--- config.mk ---
export PLATFORM = sky130hd
export DESIGN_NAME = rdm_queue
export DESIGN_NICKNAME = d
export VERILOG_FILES = /design/src/rtl/rdm_pkg.sv /design/src/rtl/rdm_queue.sv
export SDC_FILE = /design/constraint.sdc
export NUM_CORES = 1
export LEC_CHECK = 0
export BUFFER_PORTS_ARGS = -buffer_cell sky130_fd_sc_hd__buf_4
export CAP_MARGIN = 20
export CORE_ASPECT_RATIO = 0.6
export CORE_MARGIN = 2
export CORE_UTILIZATION = 56
export DETAILED_ROUTE_END_ITERATION = 8
export PLACE_DENSITY_LB_ADDON = 0.05
export SKIP_CTS_REPAIR_TIMING = 1
export SYNTH_ARGS = -nofsm -noshare
export SYNTH_HDL_FRONTEND = slang
export SYNTH_SLANG_ARGS = --single-unit
--- constraint.sdc ---
create_clock -name clk -period 8.8 [get_ports clk]
set_clock_uncertainty 0.15 [all_clocks]
set_input_delay 1.76 -clock clk [delete_from_list [all_inputs] [get_ports clk]]
set_output_delay 1.76 -clock clk [all_outputs]
set_load 0.005 [all_outputs]
--- src/rtl/rdm_pkg.sv ---
// Package for the Redcode DIV/MOD execute unit.
// Holds request/result payload types, modifier and op codes, and queue entry types.
// No dependencies.
package rdm_pkg;

  localparam int SIZE_BITS = 16;
  localparam logic [SIZE_BITS-1:0] CORE_SIZE_RESET = 16'd8000;
  localparam logic [SIZE_BITS-1:0] CORE_SIZE_MIN   = 16'd2;

  localparam logic OP_DIV = 1'b0;
  localparam logic OP_MOD = 1'b1;

  localparam logic [2:0] MOD_A  = 3'd0;
  localparam logic [2:0] MOD_B  = 3'd1;
  localparam logic [2:0] MOD_AB = 3'd2;
  localparam logic [2:0] MOD_BA = 3'd3;
  localparam logic [2:0] MOD_F  = 3'd4;
  localparam logic [2:0] MOD_X  = 3'd5;
  localparam logic [2:0] MOD_I  = 3'd6;

  typedef struct packed {
    logic                 op;
    logic [2:0]           modifier;
    logic [SIZE_BITS-1:0] pc;
    logic [SIZE_BITS-1:0] src_a_value;
    logic [SIZE_BITS-1:0] src_b_value;
    logic [SIZE_BITS-1:0] dst_a_value;
    logic [SIZE_BITS-1:0] dst_b_value;
  } req_t;

  typedef struct packed {
    logic [SIZE_BITS-1:0] new_dst_a;
    logic [SIZE_BITS-1:0] new_dst_b;
    logic                 write_a;
    logic                 write_b;
    logic                 queue_next;
    logic [SIZE_BITS-1:0] next_pc;
  } res_t;

  typedef struct packed {
    logic op;
    logic use_a;
    logic use_b;
    logic a_div_sb;
    logic b_div_sa;
  } cls_t;

  typedef struct packed {
    req_t req;
    cls_t cls;
  } ent_t;

endpackage

--- src/rtl/rdm_queue.sv ---
// Two-entry request queue between front end and execution back end.
// Depends on rdm_pkg.
module rdm_queue (
  input  logic          clk,
  input  logic          rst,
  input  logic          push,
  input  rdm_pkg::ent_t push_ent,
  output logic          full,
  input  logic          pop,
  output logic          vld,
  output rdm_pkg::ent_t pop_ent
);

  rdm_pkg::ent_t slots [2];
  logic          wr_ptr;
  logic          rd_ptr;
  logic [1:0]    count;
  logic          do_pop;

  assign vld     = count != 2'd0;
  assign full    = count == 2'd2;
  assign pop_ent = slots[rd_ptr];
  assign do_pop  = pop && vld;

  always_ff @(posedge clk) begin
    if (rst) begin
      wr_ptr <= 1'b0;
      rd_ptr <= 1'b0;
      count  <= 2'd0;
    end else begin
      if (push) begin
        wr_ptr <= !wr_ptr;
      end
      if (do_pop) begin
        rd_ptr <= !rd_ptr;
      end
      if (push && !do_pop) begin
        count <= count + 2'd1;
      end else if (!push && do_pop) begin
        count <= count - 2'd1;
      end
    end
    if (push) begin
      slots[wr_ptr] <= push_ent;
    end
  end

endmodule

==> results by stage <==
Synthesis:
- The netlist area before placement is 6660 sq um.
- The share of the synthesized netlist area taken by xor and xnor gates is 0.526%.
- The fraction of the mapped netlist area in compound gates is 0.225%.
- The gate count after technology mapping is 299.
- The share of synthesized cell area in and, or, nand and nor gates is 0.695%.
- The portion of synthesized area spent on multiplexers is 15.6%.
- After Yosys synthesis, full adders, half adders and majority gates account for 0.188% of the synthesized area.
- The count of cell types in the netlist is 16.
- By area, the combinational part of the netlist is dominated by multiplexers.
- Yosys printed 0 warnings.
- In this run, synthesis produced a sequential element count of 183.
- After synthesis, the mean cell area works out to 22.3 sq um.
- The total nets after synthesis is 393.
- The fraction of the yosys area taken by sequential cells is 81.7%.

Setup path:
- The critical path startpoint category is a register.
- The data required time of the critical path is 6.89 ns.
- The class of the most critical setup path is register to primary output.
- Along the worst path, the maximum fanout reaches 58.
- The data arrival at the endpoint of the critical path is 2.40 ns.
- The worst setup path is captured at a primary output.

Timing:
- Subtracting the final worst setup slack from the clock period gives 4.31 ns.
- The worst hold margin is 0.376 ns.
- The worst path meets setup with 4.49 ns of slack.
- The number of slew-limit violations in the final report was 0.
- The ratio of final minimum period to clock period is 48.9%.
- Setup violations remaining at the end of the flow were counted as 0.
- For the final routed database, the setup TNS stands at 0 ns.
- At the pin with the least slew margin, the transition time is 0.892 ns.
- The worst slew margin relative to its limit is 40.6%.
- The fmax is 0.232 GHz.
- Setup repair after global routing left no endpoint under its margin.
- The number of hold-slack violations in the final timing report came to 0.

Routing:
- The pre-antenna-repair detailed-routing pass consisted of 4 iterations.
- In the routed design, unresolved DRC markers number 0.
- Detailed routing inserted a total of 3,368 vias.
- The total wire length is 12,000 um.
- In the final routed layout, each cell accounts on average for 18.0 um.
- In this run the remaining antenna-violating nets after routing total 0.
- The via density per instance is 5.06.
- The number of violations reported at the end of detailed-routing iteration 0 is 199.

Floorplan:
- The x dimension of the die is 145 um.
- The floorplan step defined a die boundary enclosing 12,800 sq um.
- The core footprint is 11,400 sq um.
- The row count is 30.
- The number of top-level design ports is 184.
- The floorplan step set the die height to 88.5 um.
- The initial standard-cell utilization of the core is 58.2%.

Power and ir drop:
- The worst-case vdd ir drop is 0.201 mV.
- The leakage power is 0.00330 uW.
- Power spread over the standard cell area amounts to 263 nW/um^2.

Global route:
- Entering global routing, the biggest net connects 67 pins.
- The via count of the first global-routing pass is 3,341.
- The number of antenna violations at the first check in global routing was 0.
- The first global-routing pass estimated 17,400 um of wire.
- Across every metal layer, demand over resource in global routing totals 18.9%.
- Global routing finished with a remaining overflow of 0.

CTS:
- The insertion delay of the later-clocked pin in the worst-skew pair is 0.41 ns.
- For this design, the sink count on the clock tree is 183.
- TritonCTS built the clock tree.
- The tree is rooted in a clkbuf_16.
- The maximum buffer depth of the clock tree is 2.
- The number of clock buffers added by TritonCTS is 17.
- The H-tree was split into 4 levels.
- The clock-pin slew reported for the worst setup and hold paths after clock tree synthesis is 0.06 ns.

Cells and area:
- The antenna diode count is 0.
- The area added between synthesis and finish is 31.8%.
- The share of layout cells above drive strength 1 is 61.1%.
- In the final design database the tool counted 588 nets.

Placed design:
- The placed wire-length estimate is 7840 um.
- The count of port buffers added during placement is 183.
- The worst-case setup slack after placement is 4.88 ns.
- The congestion estimate from routability-driven global placement came to 0.736.

Job:
- Across the run, the number of max-cap violations was 0.

Outcome:
- The run finished with clean final reports.

Worst hold path:
- The class of the most critical hold timing path is register to register.
==> layer usage <==
metal | vias up | wire length, um | global-route usage [%]
met5 | - | 0 | 0
met4 | 0 | 88 | 8.47
met3 | 6 | 999 | 6.66
met2 | 135 | 5860 | 29.6
met1 | 1650 | 5030 | 24.5
li1 | 1577 | - | -
==> area by class of cell <==
cell class / instances / area [sq um]
tap: 160 / 200
multi-input combinational: 106 / 1160
timing repair buffer: 186 / 1400
clock inverter: 14 / 150
sequential: 183 / 5450
clock buffer: 17 / 425
fill: 659 / 2670
==> stage by stage <==
step	utilization, %	std cells	instance area [sq um]	total power [uW]
after floorplan	-	299	6660	1350
after global placement	71.7	635	8200	1590
after detailed placement	71.7	635	8200	1600
after CTS	76.7	666	8780	2330
after global routing	76.7	666	8780	2400
final	76.7	666	8780	2310
==> path summary, 6_finish.rpt <==
kind | depth (start not counted) | slack (ns) | end | from
max | 3 | 4.49 | pop_ent[18] | register
max reg2reg | 2 | 6.44 | slots[0][43] | wr_ptr
min reg2reg | 2 | 0.38 | count[1] | count[1]
min | 2 | 0.38 | count[1] | count[1]
==> critical path, stage by stage, from the launching register on <==
cell	delay (ns)
dfxtp_4	0.65
buf_4	0.72
mux2_2	0.44
buf_4	0.14
==> power breakdown <==
| part | total (uW) | switching [uW] | internal [uW] |
|---|---|---|---|
| Clock | 734 | 314 | 420 |
| Sequential | 1070 | 43.9 | 1020 |
| Combinational | 508 | 192 | 316 |
| Total | 2310 | 551 | 1760 |
==> synth_stat cells <==
library cell / number / area share (%)
o21ai_0: 2 / 0.15
dfxtp_1: 5 / 1.5
buf_2: 7 / 0.53
nor2_1: 4 / 0.23
and2_1: 1 / 0.094
edfxtp_1: 178 / 80
ha_1: 1 / 0.19
a21oi_1: 1 / 0.075
xnor2_1: 1 / 0.13
mux2_2: 79 / 13
or3_1: 1 / 0.094
xor2_1: 3 / 0.39
buf_6: 3 / 0.51
nor2b_1: 2 / 0.19
mux2_4: 10 / 2.3
or2_2: 1 / 0.094
==> cell usage in the layout (no fill, tap or decap), types with 2 or more instances in the layout <==
cell / Yosys / final
buf_4: 0 / 186
edfxtp_1: 178 / 178
mux2_2: 79 / 79
clkbuf_16: 0 / 17
mux2_4: 10 / 10
nor2_1: 4 / 4
inv_6: 0 / 4
dfxtp_1: 5 / 4
xor2_1: 3 / 3
clkinv_4: 0 / 3
o21ai_0: 2 / 2
clkinvlp_4: 0 / 2
clkinv_2: 0 / 2
bufinv_16: 0 / 2
==> registers in the layout (all words and copies together), names as in the netlist, named ones only <==
register and count:
slots 178, count 2, rd_ptr 1, wr_ptr 1
==> kinds of logic (layout without fill, tap and decap cells) <==
family,count (synthesis),in the layout
muxes,89,89
xor gates and xnor gates,4,4
buffers and inverters,10,217
AOI/OAI and AO/OA,3,3
and+or+nand+nor,9,9
DFF,183,183
adders and majority gates,1,1
Power figures use the tool's default switching activity.
