**src/rtl/rdm_pkg.sv**
```systemverilog
// Package for the Redcode DIV/MOD execute unit.
// Holds request/result payload types, modifier and op codes, and queue entry types.
// No dependencies.
package rdm_pkg;

  localparam int SIZE_BITS = 16;
  localparam logic [SIZE_BITS-1:0] CORE_SIZE_RESET = 16'd8000;
  localparam logic [SIZE_BITS-1:0] CORE_SIZE_MIN   = 16'd2;

  localparam logic OP_DIV = 1'b0;
  localparam logic OP_MOD = 1'b1;

  localparam logic [2:0] MOD_A  = 3'd0;
  localparam logic [2:0] MOD_B  = 3'd1;
  localparam logic [2:0] MOD_AB = 3'd2;
  localparam logic [2:0] MOD_BA = 3'd3;
  localparam logic [2:0] MOD_F  = 3'd4;
  localparam logic [2:0] MOD_X  = 3'd5;
  localparam logic [2:0] MOD_I  = 3'd6;

  typedef struct packed {
    logic                 op;
    logic [2:0]           modifier;
    logic [SIZE_BITS-1:0] pc;
    logic [SIZE_BITS-1:0] src_a_value;
    logic [SIZE_BITS-1:0] src_b_value;
    logic [SIZE_BITS-1:0] dst_a_value;
    logic [SIZE_BITS-1:0] dst_b_value;
  } req_t;

  typedef struct packed {
    logic [SIZE_BITS-1:0] new_dst_a;
    logic [SIZE_BITS-1:0] new_dst_b;
    logic                 write_a;
    logic                 write_b;
    logic                 queue_next;
    logic [SIZE_BITS-1:0] next_pc;
  } res_t;

  typedef struct packed {
    logic op;
    logic use_a;
    logic use_b;
    logic a_div_sb;
    logic b_div_sa;
  } cls_t;

  typedef struct packed {
    req_t req;
    cls_t cls;
  } ent_t;

endpackage

```
**src/rtl/rdm_front.sv**
```systemverilog
// Front end of the Redcode DIV/MOD execute unit: accepts requests and classifies
// the modifier into field pair usage. Depends on rdm_pkg.
module rdm_front (
  input  logic          clk,
  input  logic          rst,
  input  logic          start,
  input  rdm_pkg::req_t req,
  output logic          busy,
  input  logic          full,
  output logic          push,
  output rdm_pkg::ent_t push_ent
);

  logic          vld;
  rdm_pkg::ent_t ent;
  rdm_pkg::cls_t cls_next;
  logic          accept;

  assign busy     = vld && full;
  assign push     = vld && !full;
  assign push_ent = ent;
  assign accept   = start && !busy;

  always_comb begin
    cls_next    = '0;
    cls_next.op = req.op;
    unique case (req.modifier) inside
      rdm_pkg::MOD_A: begin
        cls_next.use_a = 1'b1;
      end
      rdm_pkg::MOD_B: begin
        cls_next.use_b = 1'b1;
      end
      rdm_pkg::MOD_AB: begin
        cls_next.use_b    = 1'b1;
        cls_next.b_div_sa = 1'b1;
      end
      rdm_pkg::MOD_BA: begin
        cls_next.use_a    = 1'b1;
        cls_next.a_div_sb = 1'b1;
      end
      rdm_pkg::MOD_F, rdm_pkg::MOD_I: begin
        cls_next.use_a = 1'b1;
        cls_next.use_b = 1'b1;
      end
      rdm_pkg::MOD_X: begin
        cls_next.use_a    = 1'b1;
        cls_next.use_b    = 1'b1;
        cls_next.a_div_sb = 1'b1;
        cls_next.b_div_sa = 1'b1;
      end
      default: begin
        cls_next.use_a = 1'b0;
      end
    endcase
  end

  always_ff @(posedge clk) begin
    if (rst) begin
      vld <= 1'b0;
    end else if (accept) begin
      vld <= 1'b1;
    end else if (push) begin
      vld <= 1'b0;
    end
    if (accept) begin
      ent.req <= req;
      ent.cls <= cls_next;
    end
  end

endmodule

```
**config.mk**
```make
export PLATFORM = sky130hd
export DESIGN_NAME = rdm_front
export DESIGN_NICKNAME = d
export VERILOG_FILES = /design/src/rtl/rdm_pkg.sv /design/src/rtl/rdm_front.sv
export SDC_FILE = /design/constraint.sdc
export NUM_CORES = 1
export LEC_CHECK = 0
export ABC_AREA = 1
export BUFFER_PORTS_ARGS = -buffer_cell sky130_fd_sc_hd__buf_4
export CORE_MARGIN = 10
export CORE_UTILIZATION = 40
export DETAILED_ROUTE_END_ITERATION = 7
export PLACE_DENSITY = 0.77
export SLEW_MARGIN = 25
export SYNTH_ARGS = -nofsm -noshare
export SYNTH_HDL_FRONTEND = slang
export SYNTH_SLANG_ARGS = --single-unit
```
**constraint.sdc**
```tcl
create_clock -name clk -period 6.1 [get_ports clk]
set_input_delay 0 -clock clk [delete_from_list [all_inputs] [get_ports clk]]
set_output_delay 0 -clock clk [all_outputs]
set_load 0.01 [all_outputs]
```
==> impl_summary.md, run 1 <==
Outcome
The flow ran to the end, and the final reports show no timing, DRC or antenna violations.

Final layout
The final net count is 473. The area growth from synthesis to layout is 90.9%. 0 antenna diodes ended up in the layout. In the final layout, the share of cells above drive strength 1 is 0.500.

Synth
The share of the synthesized area in compound gates (AO/OA/AOI/OAI) came to 0.00816. After synthesis, the share of flip-flops with an asynchronous set or reset is 0. The largest total area in the synthesized netlist belongs to edfxtp_1. When the netlist entered floorplanning its net count stood at 198. The average instance in the mapped netlist occupies between 20 and 30 sq um.

The share of Yosys cell area claimed by the top area cell type is 0.958. Of the total synthesized cell area, the portion taken by AND, OR, NAND and NOR gates is 0.0159. Sorting the synthesized cells by how often they occur yields 88 x edfxtp_1, 5 x inv_1, 4 x nand2_1. The multiplexer share of the synthesized area is 0. The unique cell type count in the Yosys netlist is 13. Synthesis produced between 100 and 150 cells. The library cell with the highest instance count after synthesis is edfxtp_1. The largest family of logic cells by synthesized area is simple AND/OR/NAND/NOR gates. After synthesis the cells add up to 2760 sq um.

The most instantiated flip-flop cell in the synthesis netlist is edfxtp_1. The number of enable-type register cells in the synthesized netlist is just under 90. The synthesis warning total is 0. Ranked by total cell area, the synthesized netlist is headed by edfxtp_1 96%, dfxtp_1 0.73%, inv_1 0.68%. The synthesized-area fraction occupied by adder cells is 0. The total of flip-flops plus latches after synthesis is 89. The portion of the post-synthesis area used by sequential elements is 0.965. The xor and xnor area share after synthesis is 0.

Drt
After detailed routing, the number of vias per cell comes to 4.53. The total length of routed wires is 9200 um. The number of iterations in the first detailed-routing pass is 4.

Detailed routing inserted a total of 2128 vias. The count of unresolved DRC violations after routing is 0. In this run, the number of DRC markers left after iteration 0 of detailed routing was 105.

The number of nets with antenna violations after routing is 0. The average wire length per cell after detail routing is 19.6 um.

STA
The final hold slack is 0.269 ns. The number of failing hold endpoints at the final stage came to 0. Setup repair after global routing left no endpoint under its margin. In the finished design, the share of the clock period the worst path needs comes to 0.263. The number of slew-limit violations in the final report is 0. The clock skew after layout is 0.00808 ns.

For the pin with the worst max-slew slack, the measured transition is 0.786 ns. The setup-violating endpoint count in the final report is 0. The highest attainable clock frequency is ~0.62 GHz.

The post-route setup TNS is 0 ns. The normalized max-slew margin is 0.476. The final critical delay including setup and external delays is approximately 1.6 ns.

Die
The vertical extent of the die is 103 um. The initialized floorplan defines 30 standard-cell rows. After floorplanning, the core was sized to cover 6760 sq um. 179 I/O pins were placed. For this configuration, the core starts out at a cell density of 0.408.

The floorplan die width is between 100 and 150 um. The full die area is approximately 11000 sq um.

Clocking
Once the clock tree was built, the setup fixing pass inserted 0 buffers. The later pin in the worst-skew pair is clocked with a latency of 0.34 ns. The clock tree buffer depth is 2. The CTS tree is built.

The root buffer cell is clkbuf_8. Clock-pin slew was measured on the worst setup and hold paths at around 0.080 ns. The H-tree was split into 3 levels.

The number of gates resized after CTS is 0. The clock net sink count is a little under 90. The number of hold buffers added after cts is 86. Clock tree synthesis inserted a total of 9 buffers.

Worst setup path
The data arrival time of the worst path is about 1.6 ns. In this run the worst setup path terminates at push_ent[76]$_DFFE_PP_. In this run the register-to-register setup slack is 4.50 ns. STA classifies the critical path startpoint as a flop. The category of the most critical setup path is reg -> reg.

Along the worst path, the maximum fanout reaches 88. The path depth of the worst reg2reg path is 4. Tracing the worst setup path back leads to its startpoint at vld$_SDFFE_PP0P_. The worst register-to-register path ends at push_ent[76]$_DFFE_PP_.

STA puts the critical path data required time at 6.07 ns. The critical path endpoint category is a flop. The reg-to-reg startpoint is vld$_SDFFE_PP0P_.

Global route
In the global route stage, overall resource usage came out at 0.171. Entering global routing, the biggest net connects 89 pins. The initial antenna violation count is 0. After global routing the overflow that remains totals 0.

The number of global-route vias before repair came to 2404. The first global-routing pass estimated 13300 um of wire.

Power
The worst-case IR drop observed on VDD is approximately 0.15 mV. The total power density per cell area is 251 nW/um^2. The cell leakage power is 2.24 nW.

Worst hold path
The tightest min-delay check is of the in -> out type. The worst hold path cell count is 3.

Place
The number of port buffers is roughly 180. The half-perimeter wire length of the detailed placement result is 6200 um. The congestion estimate from routability-driven global placement came to between 0.7 and 0.8.

Run
The count of max-cap constraint violations is 0.
[report_power, final]
group          switching, mW  internal (mW)
logic                 0.0739          0.114
registers             0.0110          0.715
clock network          0.195          0.213
total                  0.279           1.04
[critical path, cell delays in order, from the launching register on]
cell     delay (ns)
dfxtp_1        0.32
nand2_1        0.08
inv_1          0.09
nor2_4         0.08
buf_6          0.57
[registers in the layout (all words and copies together) (netlist names)]
| register | flops |
|---|---|
| vld | 1 |
| push_ent | 88 |
[through the flow]
| stage | instance area, sq um | total power, mW | worst slack [ns] | util | instances |
|---|---|---|---|---|---|
| final | 5270 | 1.32 | 4.50 | 0.780 | 470 |
| after global routing | 5270 | 1.37 | 4.40 | 0.780 | 470 |
| after CTS | 5260 | 1.33 | 4.30 | 0.779 | 470 |
| after detailed placement | 4200 | 0.882 | 4.32 | 0.622 | 368 |
| after global placement | 4200 | 0.875 | 4.40 | 0.622 | 368 |
| after floorplan | 2760 | 0.777 | 1.46 | - | 110 |
[layout make-up]
type / count / area, sq um
clock inverter: 2 / 37.5
fill: 364 / 1490
inverter: 6 / 22.5
sequential: 89 / 2660
multi-input combinational: 14 / 73.8
timing repair buffer: 265 / 2210
tap: 80 / 100
clock buffer: 14 / 163
[worst min-delay path by stage]
| stage | start | to | slack (ns) |
|---|---|---|---|
| after global placement | rst | vld$_SDFFE_PP0P_ | 0.16 |
| after floorplan | full | push | 0.05 |
| after detailed placement | rst | vld$_SDFFE_PP0P_ | 0.17 |
| after CTS | full | push | 0.27 |
| final | full | push | 0.27 |
| after global routing | full | push | 0.28 |
[routing by layer]
layer	vias to the layer above	routed length [um]	part of all wire	GRT usage
met5	-	0	0	0
met4	0	195	0.021	0.0813
met3	18	1230	0.13	0.0891
met2	130	4720	0.51	0.291
met1	1006	3050	0.33	0.167
li1	974	-	-	-
[kinds of logic (layout without fill, tap and decap cells)]
logic type / count (synthesis) / after routing
buffers and inverters: 7 / 287
AO/OA/AOI/OAI: 4 / 4
flip-flops: 89 / 89
AND/OR/NAND/NOR: 10 / 10
[layout by cell type, fill, tap and decap left out]
cell	n
o211ai_1	1
edfxtp_1	88
o21ai_0	1
buf_6	1
dlygate4sd3_1	86
clkbuf_8	11
o21ai_1	1
buf_4	178
clkbuf_1	3
nor2_4	1
bufinv_16	1
nand3_1	3
a21oi_1	1
clkinvlp_4	1
inv_2	1
inv_1	5
nor2_1	1
nand2_2	1
nand2_1	4
dfxtp_1	1
(Power assumes the default switching activity.)
==> inputs of run 2 (changes only) <==
- CORE_UTILIZATION: 40 -> 37
- PLACE_DENSITY: 0.77 -> 0.74
- clock period: 6.1 -> 1.4 ns (I/O delays scaled with it)
==> run 2 against run 1 <==
Clock skew rose by 0.00082 ns. Worst setup slack got worse by 4.3 ns. Fmax rose by 30%. Clock power rose to 4.3 times the previous value. Critical endpoint is now push_ent[22]$_DFFE_PP_. Largest power group unchanged.
==> impl_summary.md, run 2 (synthesis results as in run 1) <==
Die
The initial core utilization was 0.380 (was 0.408). The standard-cell row count is 31 (was 30). The total I/O pin count was 179 (unchanged). The vertical extent of the die is 106 um (was 103 um). The full die area was 11300 sq um (was 10600 sq um).

The floorplan die width is 106 um (was 103 um). The placeable core area is 7250 sq um (was 6760 sq um).

Worst hold path
The classification of the worst-slack hold path is in -> out (unchanged).

Place
The area of placed instances is 4260 sq um (was 4200 sq um). The half-perimeter wire length of the detailed placement result is 6280 um (was 6200 um). The weighted congestion at the end of routability-driven global placement is 0.731 (was 0.718).

The number of port buffers is 178 (unchanged).

Clocking
The number of clock buffers inserted by TritonCTS is 9 (unchanged). The number of hold buffers added after cts is 86 (unchanged). The CTS tree is built (unchanged). The root buffer cell is clkbuf_8 (unchanged). The post-CTS setup-driven buffer insertion count was 0 (unchanged). The clock tree buffer depth came to 2 (unchanged). The insertion delay of the later-clocked pin in the worst-skew pair came to 0.35 ns (was 0.34 ns). The clock net sink count is 89 (unchanged). The CTS H-tree depth is 3 (unchanged).

The clock-pin slew on the worst setup and hold paths came to 0.09 ns (was 0.08 ns). The number of gates resized after CTS is 0 (unchanged).

Final layout
The final net count is 474 (was 473). The most common library cell in the layout ignoring fill and taps is buf_4 (unchanged). The fill cell instance count of the final layout is 427 (was 364). The final instance area is 5320 sq um (was 5270 sq um). Most frequent cells in the layout: 178 x buf_4, 88 x edfxtp_1, 86 x dlygate4sd3_1 (unchanged). The share of final-layout standard cells stronger than drive strength 1 was 0.517 (was 0.500). The utilization after layout came to 0.734 (was 0.780). The number of inserted diodes is 0 (unchanged). The number of flip-flops under the largest register name is 88 (unchanged). The relative area change from synthesis to final layout was 93.0% (was 90.9%).

STA
The number of slew-limit violations in the final report was 0 (unchanged). The setup-violating endpoint count in the final report is 0 (unchanged). The post-route setup TNS came to 0 ns (unchanged).

The highest attainable clock frequency is 0.812 GHz (was 0.624 GHz). The final period utilization came to 0.880 (was 0.263). The final hold slack is 0.254 ns (was 0.269 ns). The number of failing hold endpoints at the final stage is 0 (unchanged). Setup repair after global routing missed its margin: false (unchanged). The final critical delay including setup and external delays is 1.23 ns (was 1.60 ns). The normalized max-slew margin is 0.817 (was 0.476).

The measured slew at the worst slew-check pin is 0.275 ns (was 0.786 ns). The clock skew after layout is 0.00889 ns (was 0.00808 ns).

Global route
The initial antenna violation count is 0 (unchanged). The pin count of the biggest net entering global routing is 54 (was 89). The first-pass GRT wire length came to 14200 um (was 13300 um).

The total congestion overflow after global routing was 0 (unchanged). The overall fraction of global-route tracks in use is 0.166 (was 0.171). The number of global-route vias before repair is 2372 (was 2404).

Outcome
Outcome: finished clean (unchanged).

Drt
The initial DRC count is 81 (was 105). The routed via count is 2135 (was 2128). The number of iterations in the first detailed-routing pass came to 4 (unchanged).

The number of nets with antenna violations after routing is 0 (unchanged). The routed via count divided by cell count is 4.36 (was 4.53). The average wire length per cell after detail routing was 19.8 um (was 19.6 um). The total length of routed wires is 9720 um (was 9200 um). The count of unresolved DRC violations after routing is 0 (unchanged).

Worst setup path
The delay contributed by the slowest stage of the critical path is 0.33 ns (was 0.57 ns). The maximum fanout along the worst path is 53 (was 88). Cell chain of the critical path: nand2_2 -> inv_2 -> nor2_4 -> buf_12 (was nand2_1 -> inv_1 -> nor2_4 -> buf_6).

The cell at the slowest stage of the critical path was dfxtp_2 (was buf_6). The critical path endpoint category is a flop (unchanged). The register-to-register path setup slack is 0.17 ns (was 4.50 ns). The category of the most critical setup path is reg -> reg (unchanged). The sort of element at the start of the critical path was a flop (unchanged).

The required time of the worst setup path is 1.44 ns (was 6.07 ns). The data arrival time of the worst path is 1.27 ns (was 1.57 ns).

Power
The post-layout total power is 5.76 mW (was 1.32 mW). The maximum vdd ir drop is 0.518 mV (was 0.155 mV). The total power density per cell area was 1080 nW/um^2 (was 251 nW/um^2).

The cell leakage power is 2.25 nW (was 2.24 nW).

Run
The count of max-cap constraint violations is 0 (unchanged).
run 2: changes by cell type in the layout (fill, tap and decap cells not counted), moves of 2 or more:
cell	before	now
clkbuf_1	3	0
inv_6	0	3
buf_12	0	2
clkbuf_8	11	9
run 2: final cells by class:
cell class | instances | area (sq um) | area share
Clock buffer | 9 | 124 | 0.0233
Tap cell | 99 | 124 | 0.0233
Sequential cell | 89 | 2660 | 0.500
Multi-Input combinational cell | 14 | 76.3 | 0.0143
Inverter | 6 | 22.5 | 0.00423
Timing Repair Buffer | 266 | 2240 | 0.420
Clock inverter | 7 | 76.3 | 0.0143
run 2: final timing paths:
path,startpoint,to,cells after the start
hold reg to reg,vld$_SDFFE_PP0P_,push_ent[17]$_DFFE_PP_,4
setup reg to reg,vld$_SDFFE_PP0P_,push_ent[22]$_DFFE_PP_,4
hold / removal,full,push,3
setup / recovery,vld$_SDFFE_PP0P_,push_ent[22]$_DFFE_PP_,4
run 2: power breakdown:
group / switching, mW / internal, mW
clock network: 0.922 / 0.840
registers: 0.0516 / 3.12
logic: 0.327 / 0.507
total: 1.30 / 4.46
run 2: worst max-delay path, delay by kind of cell (launching register included):
family	cells	cell delay (ns)
flip-flops	1	0.33
buffers and inverters	2	0.33
AND/OR/NAND/NOR	2	0.23
run 2: routing by layer:
metal	track usage	routed length (um)
met2	0.303	5210
met5	0	0
met3	0.0755	976
met1	0.169	3440
met4	0.0416	93
run 2: per-stage QoR:
| stage | std cells | setup slack, ns |
|---|---|---|
| global placement | 388 | 0.188 |
| detailed placement | 388 | 0.173 |
| CTS | 490 | 0.156 |
| floorplan | 110 | -0.757 |
| finish | 490 | 0.168 |
| global route | 490 | 0.115 |
